--- config.mk ---
export PLATFORM = sky130hd
export DESIGN_NAME = rpd_queue
export DESIGN_NICKNAME = d
export VERILOG_FILES = /design/src/design/rpd_pkg.sv /design/src/design/rpd_queue.sv
export SDC_FILE = /design/constraint.sdc
export NUM_CORES = 1
export LEC_CHECK = 0
export BUFFER_PORTS_ARGS = -buffer_cell sky130_fd_sc_hd__buf_2
export CORE_ASPECT_RATIO = 1.4
export CORE_MARGIN = 10
export CORE_UTILIZATION = 57
export DETAILED_ROUTE_END_ITERATION = 10
export PLACE_DENSITY = 0.79
export SLEW_MARGIN = 25
export SYNTH_ARGS = -nofsm -noshare
export SYNTH_HDL_FRONTEND = slang
export SYNTH_SLANG_ARGS = --single-unit
--- constraint.sdc ---
create_clock -name i_clk -period 2.5 [get_ports i_clk]
set_input_delay 0.125 -clock i_clk [delete_from_list [all_inputs] [get_ports i_clk]]
set_output_delay 0.125 -clock i_clk [all_outputs]
set_load 0.03 [all_outputs]
--- src/design/rpd_pkg.sv ---
// Shared types and constants for the run-length palette pixel decoder.
package rpd_pkg;

    // Configuration port
    localparam int CFG_IDX_W  = 1;
    localparam int CFG_DATA_W = 20;
    localparam logic [CFG_IDX_W-1:0] CFG_SPLIT_THRESHOLD = 1'd0;
    localparam logic [CFG_IDX_W-1:0] CFG_PIXEL_TOTAL     = 1'd1;
    localparam int THRESH_W = 8;
    localparam int TOTAL_W  = 20;
    localparam logic [THRESH_W-1:0] SPLIT_RESET = 8'd128;

    // Input item modes
    localparam logic [1:0] MODE_PALETTE = 2'd0;
    localparam logic [1:0] MODE_BYTE    = 2'd1;
    localparam logic [1:0] MODE_START   = 2'd2;

    // Decoding constants
    localparam logic [7:0] REPEAT_BIAS = 8'd3;
    localparam logic [7:0] ALPHA_OPAQUE = 8'hff;

    // Operation queue between front and back
    localparam int QUEUE_DEPTH = 4;
    localparam int QPTR_W      = 2;
    localparam int QCNT_W      = 3;

    // One operation for the back part: a palette write or a pixel result.
    typedef struct packed {
        logic        is_write;
        logic [7:0]  index;
        logic [23:0] rgb;
        logic [7:0]  count;
        logic        done;
    } t_op;

    typedef struct packed {
        logic push;
        t_op  op;
    } t_push;

    typedef struct packed {
        logic full;
        logic empty;
    } t_qstat;

endpackage

--- src/design/rpd_queue.sv ---
// Short operation queue that decouples the front part from the back part.
module rpd_queue
    import rpd_pkg::*;
(
    input  logic   i_clk,
    input  logic   i_rst_n,
    input  t_push  i_push,
    input  logic   i_pop,
    output t_op    o_head,
    output t_qstat o_qstat
);

    t_op               r_slot [QUEUE_DEPTH];
    logic [QPTR_W-1:0] r_wr_ptr, n_wr_ptr;
    logic [QPTR_W-1:0] r_rd_ptr, n_rd_ptr;
    logic [QCNT_W-1:0] r_count, n_count;
    logic              w_do_push;
    logic              w_do_pop;

    assign o_qstat.full  = (r_count == QCNT_W'(QUEUE_DEPTH));
    assign o_qstat.empty = (r_count == '0);
    assign o_head        = r_slot[r_rd_ptr];

    assign w_do_push = i_push.push && !o_qstat.full;
    assign w_do_pop  = i_pop && !o_qstat.empty;

    // Pointer and fill count update.
    always_comb begin
        n_wr_ptr = w_do_push ? r_wr_ptr + 1'b1 : r_wr_ptr;
        n_rd_ptr = w_do_pop ? r_rd_ptr + 1'b1 : r_rd_ptr;
        n_count  = r_count;
        if (w_do_push && !w_do_pop) begin
            n_count = r_count + 1'b1;
        end else if (!w_do_push && w_do_pop) begin
            n_count = r_count - 1'b1;
        end
    end

    always_ff @(posedge i_clk) begin
        if (!i_rst_n) begin
            r_wr_ptr <= '0;
            r_rd_ptr <= '0;
            r_count  <= '0;
        end else begin
            r_wr_ptr <= n_wr_ptr;
            r_rd_ptr <= n_rd_ptr;
            r_count  <= n_count;
        end
    end

    // Slot storage needs no reset.
    always_ff @(posedge i_clk) begin
        if (w_do_push) begin
            r_slot[r_wr_ptr] <= i_push.op;
        end
    end

endmodule

==> results.yml <==
detailed_routing:
  first_iter_violations: 182
  drt_first_pass_iters: 5
  drc: 0
  antenna_left: 0
  route.vias.total: 3140
  avgViaCountPerCell: 5.45
  routed_wl_mm: 12.2
  routedWlPerCell_um: 21.1
clock_network:
  cts_buffer_depth: 2
  clk-insertion-delay-late_ns: 0.42
  clock_sinks: 177
  cts_made_buffers: 17
  clock_tree.root_cell: "clkbuf_16"
  cts_tree: "done"
  clk_pin_slew_worst_paths_ns: 0.07
  htreeDepth: 4
yosys:
  synth_edf_count: 168
  avgSynthCellArea_um2: 24.6
  ys_types: 24
  async_flop_share: 0
  syn-num-nets: 320
  synthTopCellsByArea: "edfxtp_1 (76%), mux4_2 (14%), dfxtp_1 (2.7%)"
  ys_seq_elements: 177
  synth_seq_area_share: 0.791
  synthCells: 268
  synthFlopType: "edfxtp_1"
  netlist.area_leader.share: 0.764
  synth_warnings: 0
  syn_area_mm2: 0.00660
  synth_area_leader_cell: "edfxtp_1"
placed_design:
  pre_cts_ws_ns: 0.295
  io_buffers: 89
  dp_hpwl_mm: 7.74
  placed_cells: 502
  dpl_cell_area_mm2: 0.00726
  gp_congestion: 0.724
floorplan:
  die_area_mm2: 0.0163
  core_area_mm2: 0.0113
  die_w_um: 111
  initial_core_util: 0.582
  io-pin-count: 90
  die_h_um: 147
  fp-row-count: 46
sta:
  clock_skew_ns: 0.00646
  rsz0062_at_grt: "no"
  tns_ns: 0
  hold_violations: 0
  slew_violations: 0
  finalCritPeriodShare: 0.878
  final-setup-viol-count: 0
  max_freq_ghz: 0.456
  finalCriticalPeriod_ns: 2.19
  worstMarginPinSlew_ns: 0.549
  maxSlewHeadroom: 0.634
  final.setup.worst_slack_ns: 0.305
outcome:
  status: "finished, final reports clean"
setup_path:
  cp_max_fo: 6
  r2r-start: "r_count[0]$_SDFFE_PN0P_"
  reg2reg_slack_ns: 0.31
  worst_r2r_path_depth: 8
  crit_path_start_kind: "flip-flop"
  worstPathArrival_ns: 2.53
  required_ns: 2.83
  setup.worst_path.end_class: "flip-flop"
  rr_endpoint: "r_count[2]$_SDFFE_PN0P_"
  worstSetupPathType: "reg2reg"
global_route:
  grt_pass1_vias: 3456
  grt_usage: 0.154
  antenna_found_initial: 0
  grt_pass1_wl_mm: 19.4
  grt_max_degree: 26
  overflow: 0
finish:
  layout-drive-gt1-share: 0.421
  layout.nets: 471
  antenna_cells: 0
  fin_cells: 576
  syn_to_final_growth_pct: 25.2
  fin_area_mm2: 0.00827
power_and_ir_drop:
  power.density_mw_per_mm2: 1060
  ir_drop_mv: 0.815
  p_leak_uw: 0.00287
min_path:
  worstHoldPathType: "in2reg"
  hold_depth: 3
  hp-start: "i_rst_n"
  worstHoldEndpoint: "r_wr_ptr[1]$_SDFFE_PN0P_"
flow_run:
  max_cap_viol_count: 0
## metrics by stage
step / hold WS [ns] / util / total power [µW]
detailed placement: 0.340 / 0.640 / 6250
floorplan: 0.224 / - / 5640
global route: 0.0502 / 0.729 / 9140
CTS: 0.0213 / 0.729 / 8890
global placement: 0.335 / 0.640 / 6190
finish: 0.0326 / 0.729 / 8790
## placed cells by master (no fill, tap or decap), drive strengths merged, types with 2 or more instances in the layout
cell type and instances:
mux2i 3, and2 8, xnor2 3, dfxtp 9, clkinv 2, edfxtp 168, dlygate4sd3 42, mux4 42
nand2 4, ha 5, inv 13, clkbuf 17, nor2b 2, clkinvlp 2, buf 102
## where the power goes
part / switching, µW / leakage, µW / total (µW) / internal (µW)
clock: 1170 / 0.000287 / 2600 / 1430
combinational: 1390 / 0.000970 / 2380 / 990
sequential: 212 / 0.00161 / 3820 / 3600
total: 2770 / 0.00287 / 8790 / 6020
## repair_timing
action                    4_1_cts  5_1_grt
resized for setup               0        0
hold endpoints to repair      168        0
buffers inserted                0        0
hold buffers                   42        0
## metal layers
layer  vias up  global-route usage  routed length, µm
li1       1430                   -                  -
met2        89               0.265               6540
met3        21              0.0469                577
met1      1600               0.176               4770
met4         0              0.0601                268
met5         -                   0                  0
## registers in the layout (all words and copies together), names as in the netlist, named ones only
| signal | flops |
|---|---|
| r_rd_ptr | 2 |
| r_count | 3 |
| r_wr_ptr | 2 |
| r_slot | 168 |
## layout make-up
class / instances / area (µm²)
timing repair buffer: 144 / 1010
multi-input combinational: 76 / 1240
fill: 630 / 3070
tap: 144 / 180
clock inverter: 15 / 165
clock buffer: 17 / 425
inverter: 3 / 11.3
sequential: 177 / 5230
## cells in the mapped netlist, drive strengths merged, types with 2 or more instances
master,instances
and2,8
buf,10
clkbuf,2
dfxtp,9
edfxtp,168
ha,5
inv,3
mux2i,3
mux4,42
nand2,4
nor2b,2
xnor2,3
## kinds of logic (layout without fill, tap and decap cells)
| family | Yosys count | count (layout) | synth area share |
|---|---|---|---|
| and+or+nand+nor | 17 | 17 | 0.0153 |
| xor gates and xnor gates | 4 | 4 | 0.00531 |
| adders and majority gates | 6 | 6 | 0.0125 |
| DFF | 177 | 177 | 0.791 |
| AOI/OAI and AO/OA | 4 | 4 | 0.00512 |
| muxes | 45 | 45 | 0.149 |
| buffers and inverters | 15 | 179 | 0.0214 |
## worst max-delay path by stage
stage | startpoint | to | slack (ns) | cells after the start
after floorplan | r_count[0]$_SDFFE_PN0P_ | r_slot[2][0]$_DFFE_PP_ | 0.18 | 4
after global routing | r_count[0]$_SDFFE_PN0P_ | r_count[2]$_SDFFE_PN0P_ | 0.19 | 8
after global placement | r_count[1]$_SDFFE_PN0P_ | r_count[2]$_SDFFE_PN0P_ | 0.52 | 7
final | r_count[0]$_SDFFE_PN0P_ | r_count[2]$_SDFFE_PN0P_ | 0.31 | 8
after detailed placement | r_count[0]$_SDFFE_PN0P_ | r_count[2]$_SDFFE_PN0P_ | 0.29 | 8
after CTS | flip-flop | o_head[0] | 0.25 | 3
## worst max-delay path: stages, from the launching register on
cell      delay (ns)
dfxtp_1         0.49
nor3b_2         0.09
nor2b_1         0.19
ha_1            0.21
inv_1           0.07
fa_1            0.39
xor2_1          0.16
or3_1           0.30
a21boi_0        0.20
(Power assumes the default switching activity.)
