## src/design/rpd_pkg.sv

```systemverilog
// Shared types and constants for the run-length palette pixel decoder.
package rpd_pkg;

    // Configuration port
    localparam int CFG_IDX_W  = 1;
    localparam int CFG_DATA_W = 20;
    localparam logic [CFG_IDX_W-1:0] CFG_SPLIT_THRESHOLD = 1'd0;
    localparam logic [CFG_IDX_W-1:0] CFG_PIXEL_TOTAL     = 1'd1;
    localparam int THRESH_W = 8;
    localparam int TOTAL_W  = 20;
    localparam logic [THRESH_W-1:0] SPLIT_RESET = 8'd128;

    // Input item modes
    localparam logic [1:0] MODE_PALETTE = 2'd0;
    localparam logic [1:0] MODE_BYTE    = 2'd1;
    localparam logic [1:0] MODE_START   = 2'd2;

    // Decoding constants
    localparam logic [7:0] REPEAT_BIAS = 8'd3;
    localparam logic [7:0] ALPHA_OPAQUE = 8'hff;

    // Operation queue between front and back
    localparam int QUEUE_DEPTH = 4;
    localparam int QPTR_W      = 2;
    localparam int QCNT_W      = 3;

    // One operation for the back part: a palette write or a pixel result.
    typedef struct packed {
        logic        is_write;
        logic [7:0]  index;
        logic [23:0] rgb;
        logic [7:0]  count;
        logic        done;
    } t_op;

    typedef struct packed {
        logic push;
        t_op  op;
    } t_push;

    typedef struct packed {
        logic full;
        logic empty;
    } t_qstat;

endpackage

```

## src/design/rpd_front.sv

```systemverilog
// Front part: accepts input items, runs the run-length decode state and queues operations.
module rpd_front
    import rpd_pkg::*;
#(
    parameter int PIXEL_COUNT_BITS = 20
) (
    input  logic                i_clk,
    input  logic                i_rst_n,
    input  logic                i_valid,
    output logic                o_stall,
    input  logic [1:0]          i_mode,
    input  logic [7:0]          i_data_byte,
    input  logic [7:0]          i_palette_index,
    input  logic [23:0]         i_palette_rgb,
    input  logic [THRESH_W-1:0] i_split_threshold,
    input  logic [TOTAL_W-1:0]  i_pixel_total,
    input  t_qstat              i_qstat,
    output t_push               o_push
);

    localparam int PW = PIXEL_COUNT_BITS;
    localparam logic [31:0] PIXEL_CAP =
        (PW >= 32) ? 32'hffff_ffff : ((32'd1 << PW) - 32'd1);

    // Decode phase codes
    localparam logic [1:0] PH_COUNT   = 2'd0;
    localparam logic [1:0] PH_LITERAL = 2'd1;
    localparam logic [1:0] PH_REPEAT  = 2'd2;

    logic [1:0]    r_phase, n_phase;
    logic [7:0]    r_literal_left, n_literal_left;
    logic [7:0]    r_run_length, n_run_length;
    logic [PW-1:0] r_pixels_left, n_pixels_left;

    logic          w_accept;
    logic [7:0]    w_emit_count;
    logic [7:0]    w_clamped;
    logic [PW-1:0] w_left_after;
    logic          w_done;
    logic [31:0]   w_total_ext;
    logic [PW-1:0] w_start_left;
    logic [7:0]    w_literal_len;

    assign w_accept = i_valid && !i_qstat.full;
    assign o_stall  = i_qstat.full;

    // Run length of a pixel result, clamped to the pixels left in the frame.
    assign w_emit_count = (r_phase == PH_REPEAT) ? r_run_length : 8'd1;
    assign w_clamped    = (r_pixels_left < PW'(w_emit_count)) ? r_pixels_left[7:0]
                                                              : w_emit_count;
    assign w_left_after = r_pixels_left - PW'(w_clamped);
    assign w_done       = (w_left_after == '0);

    // Frame size at start, saturated to the pixel counter width.
    assign w_total_ext  = 32'(i_pixel_total);
    assign w_start_left = (w_total_ext > PIXEL_CAP) ? PIXEL_CAP[PW-1:0]
                                                    : w_total_ext[PW-1:0];

    assign w_literal_len = i_data_byte - i_split_threshold + 8'd1;

    // Next decode state and the operation handed to the back part.
    always_comb begin
        n_phase        = r_phase;
        n_literal_left = r_literal_left;
        n_run_length   = r_run_length;
        n_pixels_left  = r_pixels_left;
        o_push.push        = 1'b0;
        o_push.op.is_write = 1'b0;
        o_push.op.index    = i_data_byte;
        o_push.op.rgb      = i_palette_rgb;
        o_push.op.count    = w_clamped;
        o_push.op.done     = w_done;

        if (w_accept) begin
            case (i_mode)
                MODE_PALETTE: begin
                    o_push.push        = 1'b1;
                    o_push.op.is_write = 1'b1;
                    o_push.op.index    = i_palette_index;
                end
                MODE_START: begin
                    n_pixels_left  = w_start_left;
                    n_phase        = PH_COUNT;
                    n_literal_left = 8'd0;
                    n_run_length   = 8'd0;
                end
                MODE_BYTE: begin
                    if (r_pixels_left != '0) begin
                        case (r_phase)
                            PH_LITERAL: begin
                                if (r_literal_left > 8'd1) begin
                                    n_literal_left = r_literal_left - 8'd1;
                                end else begin
                                    n_literal_left = 8'd0;
                                    n_phase        = PH_COUNT;
                                end
                                o_push.push   = 1'b1;
                                n_pixels_left = w_left_after;
                            end
                            PH_REPEAT: begin
                                n_phase = PH_COUNT;
                                if (r_run_length != 8'd0) begin
                                    o_push.push   = 1'b1;
                                    n_pixels_left = w_left_after;
                                end
                            end
                            PH_COUNT: begin
                                if (i_data_byte >= i_split_threshold) begin
                                    n_literal_left = w_literal_len;
                                    n_phase = (w_literal_len != 8'd0) ? PH_LITERAL
                                                                      : PH_COUNT;
                                end else begin
                                    n_run_length = i_data_byte + REPEAT_BIAS;
                                    n_phase      = PH_REPEAT;
                                end
                            end
                            default: begin
                                n_phase = PH_COUNT;
                            end
                        endcase
                    end
                end
                default: begin
                end
            endcase
        end
    end

    // Decode state registers
    always_ff @(posedge i_clk) begin
        if (!i_rst_n) begin
            r_phase        <= PH_COUNT;
            r_literal_left <= 8'd0;
            r_run_length   <= 8'd0;
            r_pixels_left  <= '0;
        end else begin
            r_phase        <= n_phase;
            r_literal_left <= n_literal_left;
            r_run_length   <= n_run_length;
            r_pixels_left  <= n_pixels_left;
        end
    end

endmodule

```

## config.mk

```make
export PLATFORM = sky130hd
export DESIGN_NAME = rpd_front
export DESIGN_NICKNAME = d
export VERILOG_FILES = /design/src/design/rpd_pkg.sv /design/src/design/rpd_front.sv
export SDC_FILE = /design/constraint.sdc
export NUM_CORES = 1
export LEC_CHECK = 0
export BUFFER_PORTS_ARGS = -buffer_cell sky130_fd_sc_hd__buf_4
export CORE_AREA = 8 8 101 103
export CTS_CLUSTER_DIAMETER = 60
export DETAILED_ROUTE_END_ITERATION = 16
export DIE_AREA = 0 0 109 111
export PLACE_DENSITY_LB_ADDON = 0.3
export SYNTH_ARGS = -nofsm -noshare
export SYNTH_HDL_FRONTEND = slang
export SYNTH_SLANG_ARGS = --single-unit
```

## constraint.sdc

```tcl
create_clock -name i_clk -period 9.3 [get_ports i_clk]
set_input_delay 2.79 -clock i_clk [delete_from_list [all_inputs] [get_ports i_clk]]
set_output_delay 2.79 -clock i_clk [all_outputs]
set_load 0.05 [all_outputs]
```

==> results of run 1 <==
report_power, final:
part           total, W  switching (W)  internal (W)  leakage, nW
Sequential     0.000183      0.0000126      0.000170        0.308
Combinational  0.000383       0.000234      0.000149         1.67
Clock          0.000121      0.0000618     0.0000596       0.0472
Total          0.000687       0.000308      0.000379         2.03
worst min-delay path, cell delays in order, from the launching register on:
cell and delay [ns]:
dfxtp_1 0.33, nand2_1 0.06, a21oi_1 0.05
final cells by class:
cell class / count / area [µm²]
Clock buffer: 6 / 82.58
Clock inverter: 2 / 12.51
Fill cell: 849 / 3870
Inverter: 41 / 153.9
Multi-Input combinational cell: 451 / 2988
Sequential cell: 38 / 760.7
Tap cell: 108 / 135.1
Timing Repair Buffer: 73 / 548.0
placed cells by master, fill, tap and decap left out, types with 3 or more instances in the layout:
cell type / n
a211oi_1: 10
a21boi_0: 3
a21o_1: 4
a21oi_1: 61
a31oi_1: 4
a41oi_1: 3
and2_1: 4
buf_4: 73
clkbuf_8: 6
dfxtp_1: 38
fa_1: 5
ha_1: 34
inv_1: 39
mux2_2: 4
mux2i_1: 5
nand2_1: 62
nand2_2: 3
nand2b_1: 7
nand3_1: 24
nand3b_1: 3
nand4_1: 3
nor2_1: 56
nor2b_1: 8
nor3_1: 12
nor4_1: 5
o211ai_1: 5
o21a_1: 11
o21ai_0: 32
o221a_2: 4
o22ai_1: 3
or3_1: 6
xnor2_1: 16
xor2_1: 6
kinds of logic after synthesis:
kind of cell	count (synthesis)	synth area share, %
adders and majority gates	42	13.29
xor gates and xnor gates	22	4.557
AOI/OAI and AO/OA	167	25.75
muxes	9	2.249
DFF	38	17.99
and+or+nand+nor	211	24.71
buffers and inverters	99	11.45
layer usage:
| layer | up-vias | part of all wire (%) | track usage (%) |
|---|---|---|---|
| met1 | 1914 | 42 | 21.33 |
| met3 | 16 | 5.5 | 3.663 |
| met2 | 112 | 52 | 33.59 |
| met5 | - | 0 | 0 |
| met4 | 0 | 0.97 | 5.023 |
| li1 | 2090 | - | - |
state kept, by name, summed over array words and instances, names as in the netlist:
signal	count
r_phase	2
r_literal_left	8
r_run_length	8
r_pixels_left	20
metrics by stage:
| step | power (W) | hold slack [ns] | util [%] |
|---|---|---|---|
| after floorplan | 0.0004976 | 0.4453 | - |
| after global placement | 0.0005550 | 0.4655 | 53.60 |
| after detailed placement | 0.0005651 | 0.4714 | 53.60 |
| after CTS | 0.0006874 | 0.4801 | 54.71 |
| after global routing | 0.0007383 | 0.5121 | 54.74 |
| final | 0.0006875 | 0.4823 | 54.74 |
worst paths after layout:
path | startpoint | to | slack (ns) | cells after the start
worst max-delay path | r_phase[0]$_SDFFE_PN0P_ | o_push[0] | 0.56 | 22
worst min-delay path | r_run_length[2]$_SDFFE_PN0P_ | r_run_length[2]$_SDFFE_PN0P_ | 0.48 | 2
worst max register to register | r_phase[0]$_SDFFE_PN0P_ | r_pixels_left[16]$_SDFFE_PN0P_ | 3.94 | 21
worst min register to register | r_run_length[2]$_SDFFE_PN0P_ | r_run_length[2]$_SDFFE_PN0P_ | 0.48 | 2
==> impl_metrics.py, run 1 <==
metrics = {
    "outcome": {
        "outcome": "completed",
    },
    "timing": {
        "finalMaxSlewViolations": 0,
        "skew_ns": 0.01095,
        "final_hold_viol_count": 0,
        "tightest_slew_ns": 0.6642,
        "fin_crit_sh_pct": 93.96,
        "setup_viol": 0,
        "clock.fmax_ghz": 0.1144,
        "setup_tns_ns": 0,
        "finalCriticalPeriod_ns": 8.738,
        "rsz0062_at_grt": "false",
        "setup_ws_ns": 0.5617,
        "relSlewSlack_pct": 55.14,
    },
    "synth": {
        "synth_nets": 704,
        "synth_top_area_cell": "dfxtp_1",
        "yosys_warnings": 0,
        "syn_inst": 588,
        "ys_seq_area_share_pct": 17.99,
        "ys_top_cells_by_count": "62 x nand2_1, 61 x a21oi_1, 56 x nor2_1, 39 x inv_1, 38 x dfxtp_1",
        "syn_area_per_cell_um2": 7.190,
        "synth-async-reset-ratio_pct": 0,
        "synthTopCellsByArea": "dfxtp_1 18%, ha_1 11%, a21oi_1 7.2%",
        "ys_seq_elements": 38,
        "synth_top_flop_cell": "dfxtp_1",
        "yosysTopAreaCellShare_pct": 17.99,
        "syn_area_um2": 4228,
        "synth_edf_count": 0,
        "synthMostInstantiatedCell": "nand2_1",
        "synth_cell_type_count": 72,
    },
    "global_routing": {
        "antenna_found_initial": 0,
        "grt_pass1_wl_mm": 19.06,
        "grt_pass1_vias": 4207,
        "grt_remaining_overflow": 0,
        "track_usage_pct": 18.63,
        "grt_max_degree": 50,
    },
    "worst_hold_path": {
        "hp-class": "flip-flop to flip-flop",
    },
    "clock_tree": {
        "clk-insertion-delay-late_ns": 0.30,
        "cts_hold_buf": 0,
        "cts_resized": 0,
        "cts_buffer_depth": 2,
        "htree_num_levels": 2,
        "clkTransAtPathRegs_ns": 0.08,
        "cts_tree": "built",
        "cts.sink_count": 38,
        "post_cts_buffers": 0,
        "cts_buffers": 5,
        "root_buffer": "clkbuf_8",
    },
    "layout": {
        "fin_area_um2": 4681,
        "final_nets": 726,
        "drive_above_1_share_pct": 17.84,
        "area_growth_pct": 10.71,
        "stdcell_count": 719,
        "diodes": 0,
    },
    "die": {
        "coreArea_um2": 8551,
        "die_h_um": 111,
        "ios": 119,
        "die-area_um2": 12100,
        "die_w_um": 109,
        "start_util_pct": 49.44,
        "rows": 34,
    },
    "place": {
        "gp_congestion": 0.8901,
        "hpwl_mm": 8.918,
        "dp.cells": 711,
        "place_area_um2": 4583,
        "dp_worst_setup_slack_ns": 0.6938,
        "io_buffers": 69,
    },
    "critical_path": {
        "arrival_ns": 5.95,
        "worstPathCellList": "inv_1, ha_2, nand2_2, ha_1, a211oi_1, nor2_1, nor3_4, nand2_4, a21oi_1, ha_1, inv_1, fa_1, a21o_1, maj3_2, a221oi_1, o32a_1, mux2i_1, o211ai_2, o21bai_1, nand4_1, a2111oi_0, buf_4",
        "worstSetupPathType": "flip-flop to primary output",
        "required_ns": 6.51,
        "cp-end-kind": "primary output",
        "critical_path_buf_inv_count": 3,
        "cpMaxStageDelayCell": "a2111oi_0",
        "cp_top_family": "compound AO/OA/AOI/OAI gates",
        "max_stage_delay_ns": 0.54,
        "start_kind": "flip-flop",
        "cp_max_fo": 14,
    },
    "power_and_ir_drop": {
        "p_leak_nw": 2.028,
        "vdd_drop_max_v": 0.00006497,
        "power_density_nw_per_um2": 146.9,
    },
    "run": {
        "drv_cap": 0,
    },
    "detailed_routing": {
        "drcViolationCount": 0,
        "wl_mm": 11.34,
        "route.antenna.remaining_nets": 0,
        "wl_per_cell_um": 15.78,
        "drt_iter0_markers": 199,
        "vias": 4132,
        "via_per_inst": 5.747,
        "dr.pass1.iters": 4,
    },
}
(Power assumes the default switching activity.)
==> inputs of run 2 (changes only) <==
- PLACE_DENSITY: unset -> 0.75
- PLACE_DENSITY_LB_ADDON: 0.3 -> unset
- clock period: 9.3 -> 11.3 ns (I/O delays scaled with it)
==> run 2 against run 1 <==
Against the previous run: sequential cell count unchanged; register-to-register slack improved by 1.3 ns; worst setup slack improved by 0.67 ns; routed wire length increased by 2.3%; critical path type unchanged; via count increased by 3.6%; total power decreased by 16%; clock skew increased by 0.0020 ns; critical path depth decreased by 1; worst hold slack got worse by 0.0023 ns; sequential share of layout area about the same; die area unchanged.
==> impl_metrics.py, run 2 (same netlist as run 1, synthesis figures left out) <==
metrics = {
    "detailed_routing": {
        "drt_iter0_markers": 251,
        "dr.pass1.iters": 6,
        "wl_per_cell_um": 16.23,
        "via_per_inst": 5.985,
        "wl_mm": 11.60,
        "vias": 4279,
        "route.antenna.remaining_nets": 0,
        "drcViolationCount": 0,
    },
    "global_routing": {
        "grt_remaining_overflow": 0,
        "track_usage_pct": 19.21,
        "grt_pass1_wl_mm": 19.58,
        "grt_pass1_vias": 4255,
        "grt_max_degree": 50,
        "antenna_found_initial": 0,
    },
    "critical_path": {
        "r2r_slack_ns": 5.26,
        "critPathLaunch": "r_phase[0]$_SDFFE_PN0P_",
        "reg2regPathDepth": 20,
        "required_ns": 7.91,
        "worstSetupPathType": "flip-flop to primary output",
        "r2r_end": "r_pixels_left[16]$_SDFFE_PN0P_",
        "cp-end-kind": "primary output",
        "cp_max_fo": 24,
        "endpoint": "o_push[0]",
        "r2r_start": "r_phase[0]$_SDFFE_PN0P_",
        "start_kind": "flip-flop",
        "arrival_ns": 6.67,
    },
    "clock_tree": {
        "root_buffer": "clkbuf_8",
        "cts.sink_count": 38,
        "clk-insertion-delay-late_ns": 0.30,
        "post_cts_buffers": 0,
        "cts_resized": 0,
        "cts_tree": "built",
        "htree_num_levels": 2,
        "cts_buffer_depth": 2,
        "cts_hold_buf": 0,
        "clkTransAtPathRegs_ns": 0.07,
        "cts_buffers": 5,
    },
    "timing": {
        "relSlewSlack_pct": 36.57,
        "finalMaxSlewViolations": 0,
        "skew_ns": 0.01294,
        "setup_viol": 0,
        "fin_hold_ws_ns": 0.4800,
        "fin_crit_sh_pct": 89.07,
        "finalCriticalPeriod_ns": 10.06,
        "clock.fmax_ghz": 0.09936,
        "setup_tns_ns": 0,
        "tightest_slew_ns": 0.9515,
        "final_hold_viol_count": 0,
        "rsz0062_at_grt": "false",
    },
    "layout": {
        "reg_top3": "r_pixels_left (20), r_literal_left (8), r_run_length (8)",
        "final_common_cell": "buf_4",
        "area_growth_pct": 10.54,
        "seq_area_um2": 760.7,
        "multi_input_area_um2": 2985,
        "final_cell_mix": "70 x buf_4, 62 x nand2_1, 61 x a21oi_1",
        "largest_reg_flops": 20,
        "top_register": "r_pixels_left",
        "diodes": 0,
        "n_fill_cell": 824,
        "drive_above_1_share_pct": 17.13,
        "fin_area_um2": 4673,
        "final_nets": 723,
    },
    "power_and_ir_drop": {
        "vdd_drop_max_v": 0.00007264,
        "power_density_nw_per_um2": 124.2,
        "total_power_w": 0.0005803,
        "p_leak_nw": 2.024,
    },
    "place": {
        "place_area_um2": 4561,
        "io_buffers": 69,
        "hpwl_mm": 9.049,
        "gp_congestion": 0.8992,
    },
    "die": {
        "start_util_pct": 49.44,
        "die_h_um": 111,
        "coreArea_um2": 8551,
        "die_w_um": 109,
        "die-area_um2": 12100,
        "rows": 34,
        "ios": 119,
    },
    "outcome": {
        "outcome": "completed",
    },
    "worst_hold_path": {
        "whs_path_depth": 2,
        "worstHoldStart": "r_run_length[2]$_SDFFE_PN0P_",
        "hp-class": "flip-flop to flip-flop",
    },
    "run": {
        "drv_cap": 0,
    },
}
run 2: report_power, final:
| part | internal [W] | switching [W] | total (W) |
|---|---|---|---|
| sequential | 0.000140 | 0.0000101 | 0.000150 |
| combinational | 0.000118 | 0.000189 | 0.000307 |
| clock | 0.0000707 | 0.0000519 | 0.000123 |
run 2: worst min path at each step:
stage | to | slack [ns]
after floorplan | r_run_length[2]$_SDFFE_PN0P_ | 0.45
after global placement | r_literal_left[3]$_SDFFE_PN0P_ | 0.47
after detailed placement | r_run_length[2]$_SDFFE_PN0P_ | 0.48
after CTS | r_run_length[2]$_SDFFE_PN0P_ | 0.48
after global routing | r_run_length[3]$_SDFFE_PN0P_ | 0.52
final | r_run_length[2]$_SDFFE_PN0P_ | 0.48
run 2: per-stage QoR:
| stage | std cells | setup WS [ns] | util [%] |
|---|---|---|---|
| final | 715 | 1.236 | 54.65 |
| after global routing | 715 | 0.8738 | 54.65 |
| after CTS | 715 | 1.373 | 54.65 |
| after detailed placement | 708 | 1.720 | 53.34 |
| after global placement | 708 | 1.835 | 53.34 |
| after floorplan | 588 | 2.353 | - |
run 2: layer usage:
metal | vias to the layer above | share of wire [%] | global-route usage (%)
li1 | 2086 | - | -
met1 | 2015 | 41 | 22.43
met2 | 159 | 50 | 33.55
met3 | 19 | 7.5 | 4.535
met4 | 0 | 1.6 | 5.297
met5 | - | 0 | 0
run 2: final cells by class:
class	instances	share of cell area [%]
Clock inverter	1	0.6426
Clock buffer	6	1.767
Inverter	41	3.293
Timing Repair Buffer	70	11.24
Tap cell	108	2.892
Sequential cell	38	16.28
Multi-Input combinational cell	451	63.88
run 2: worst max-delay path, cell delays in order, from the launching register on:
cell,delay (ns)
dfxtp_1,0.32
inv_1,0.10
ha_1,0.47
nand2_2,0.24
ha_1,0.35
a211oi_1,0.22
nor2_1,0.11
nor3_4,0.26
and2_1,0.66
nand2_1,0.12
o21a_1,0.18
fa_1,0.48
a21o_1,0.23
maj3_2,0.37
a221oi_1,0.26
o32a_1,0.20
mux2i_1,0.08
o211ai_2,0.55
o21bai_1,0.20
nand4_1,0.12
a2111oi_0,0.57
buf_4,0.31
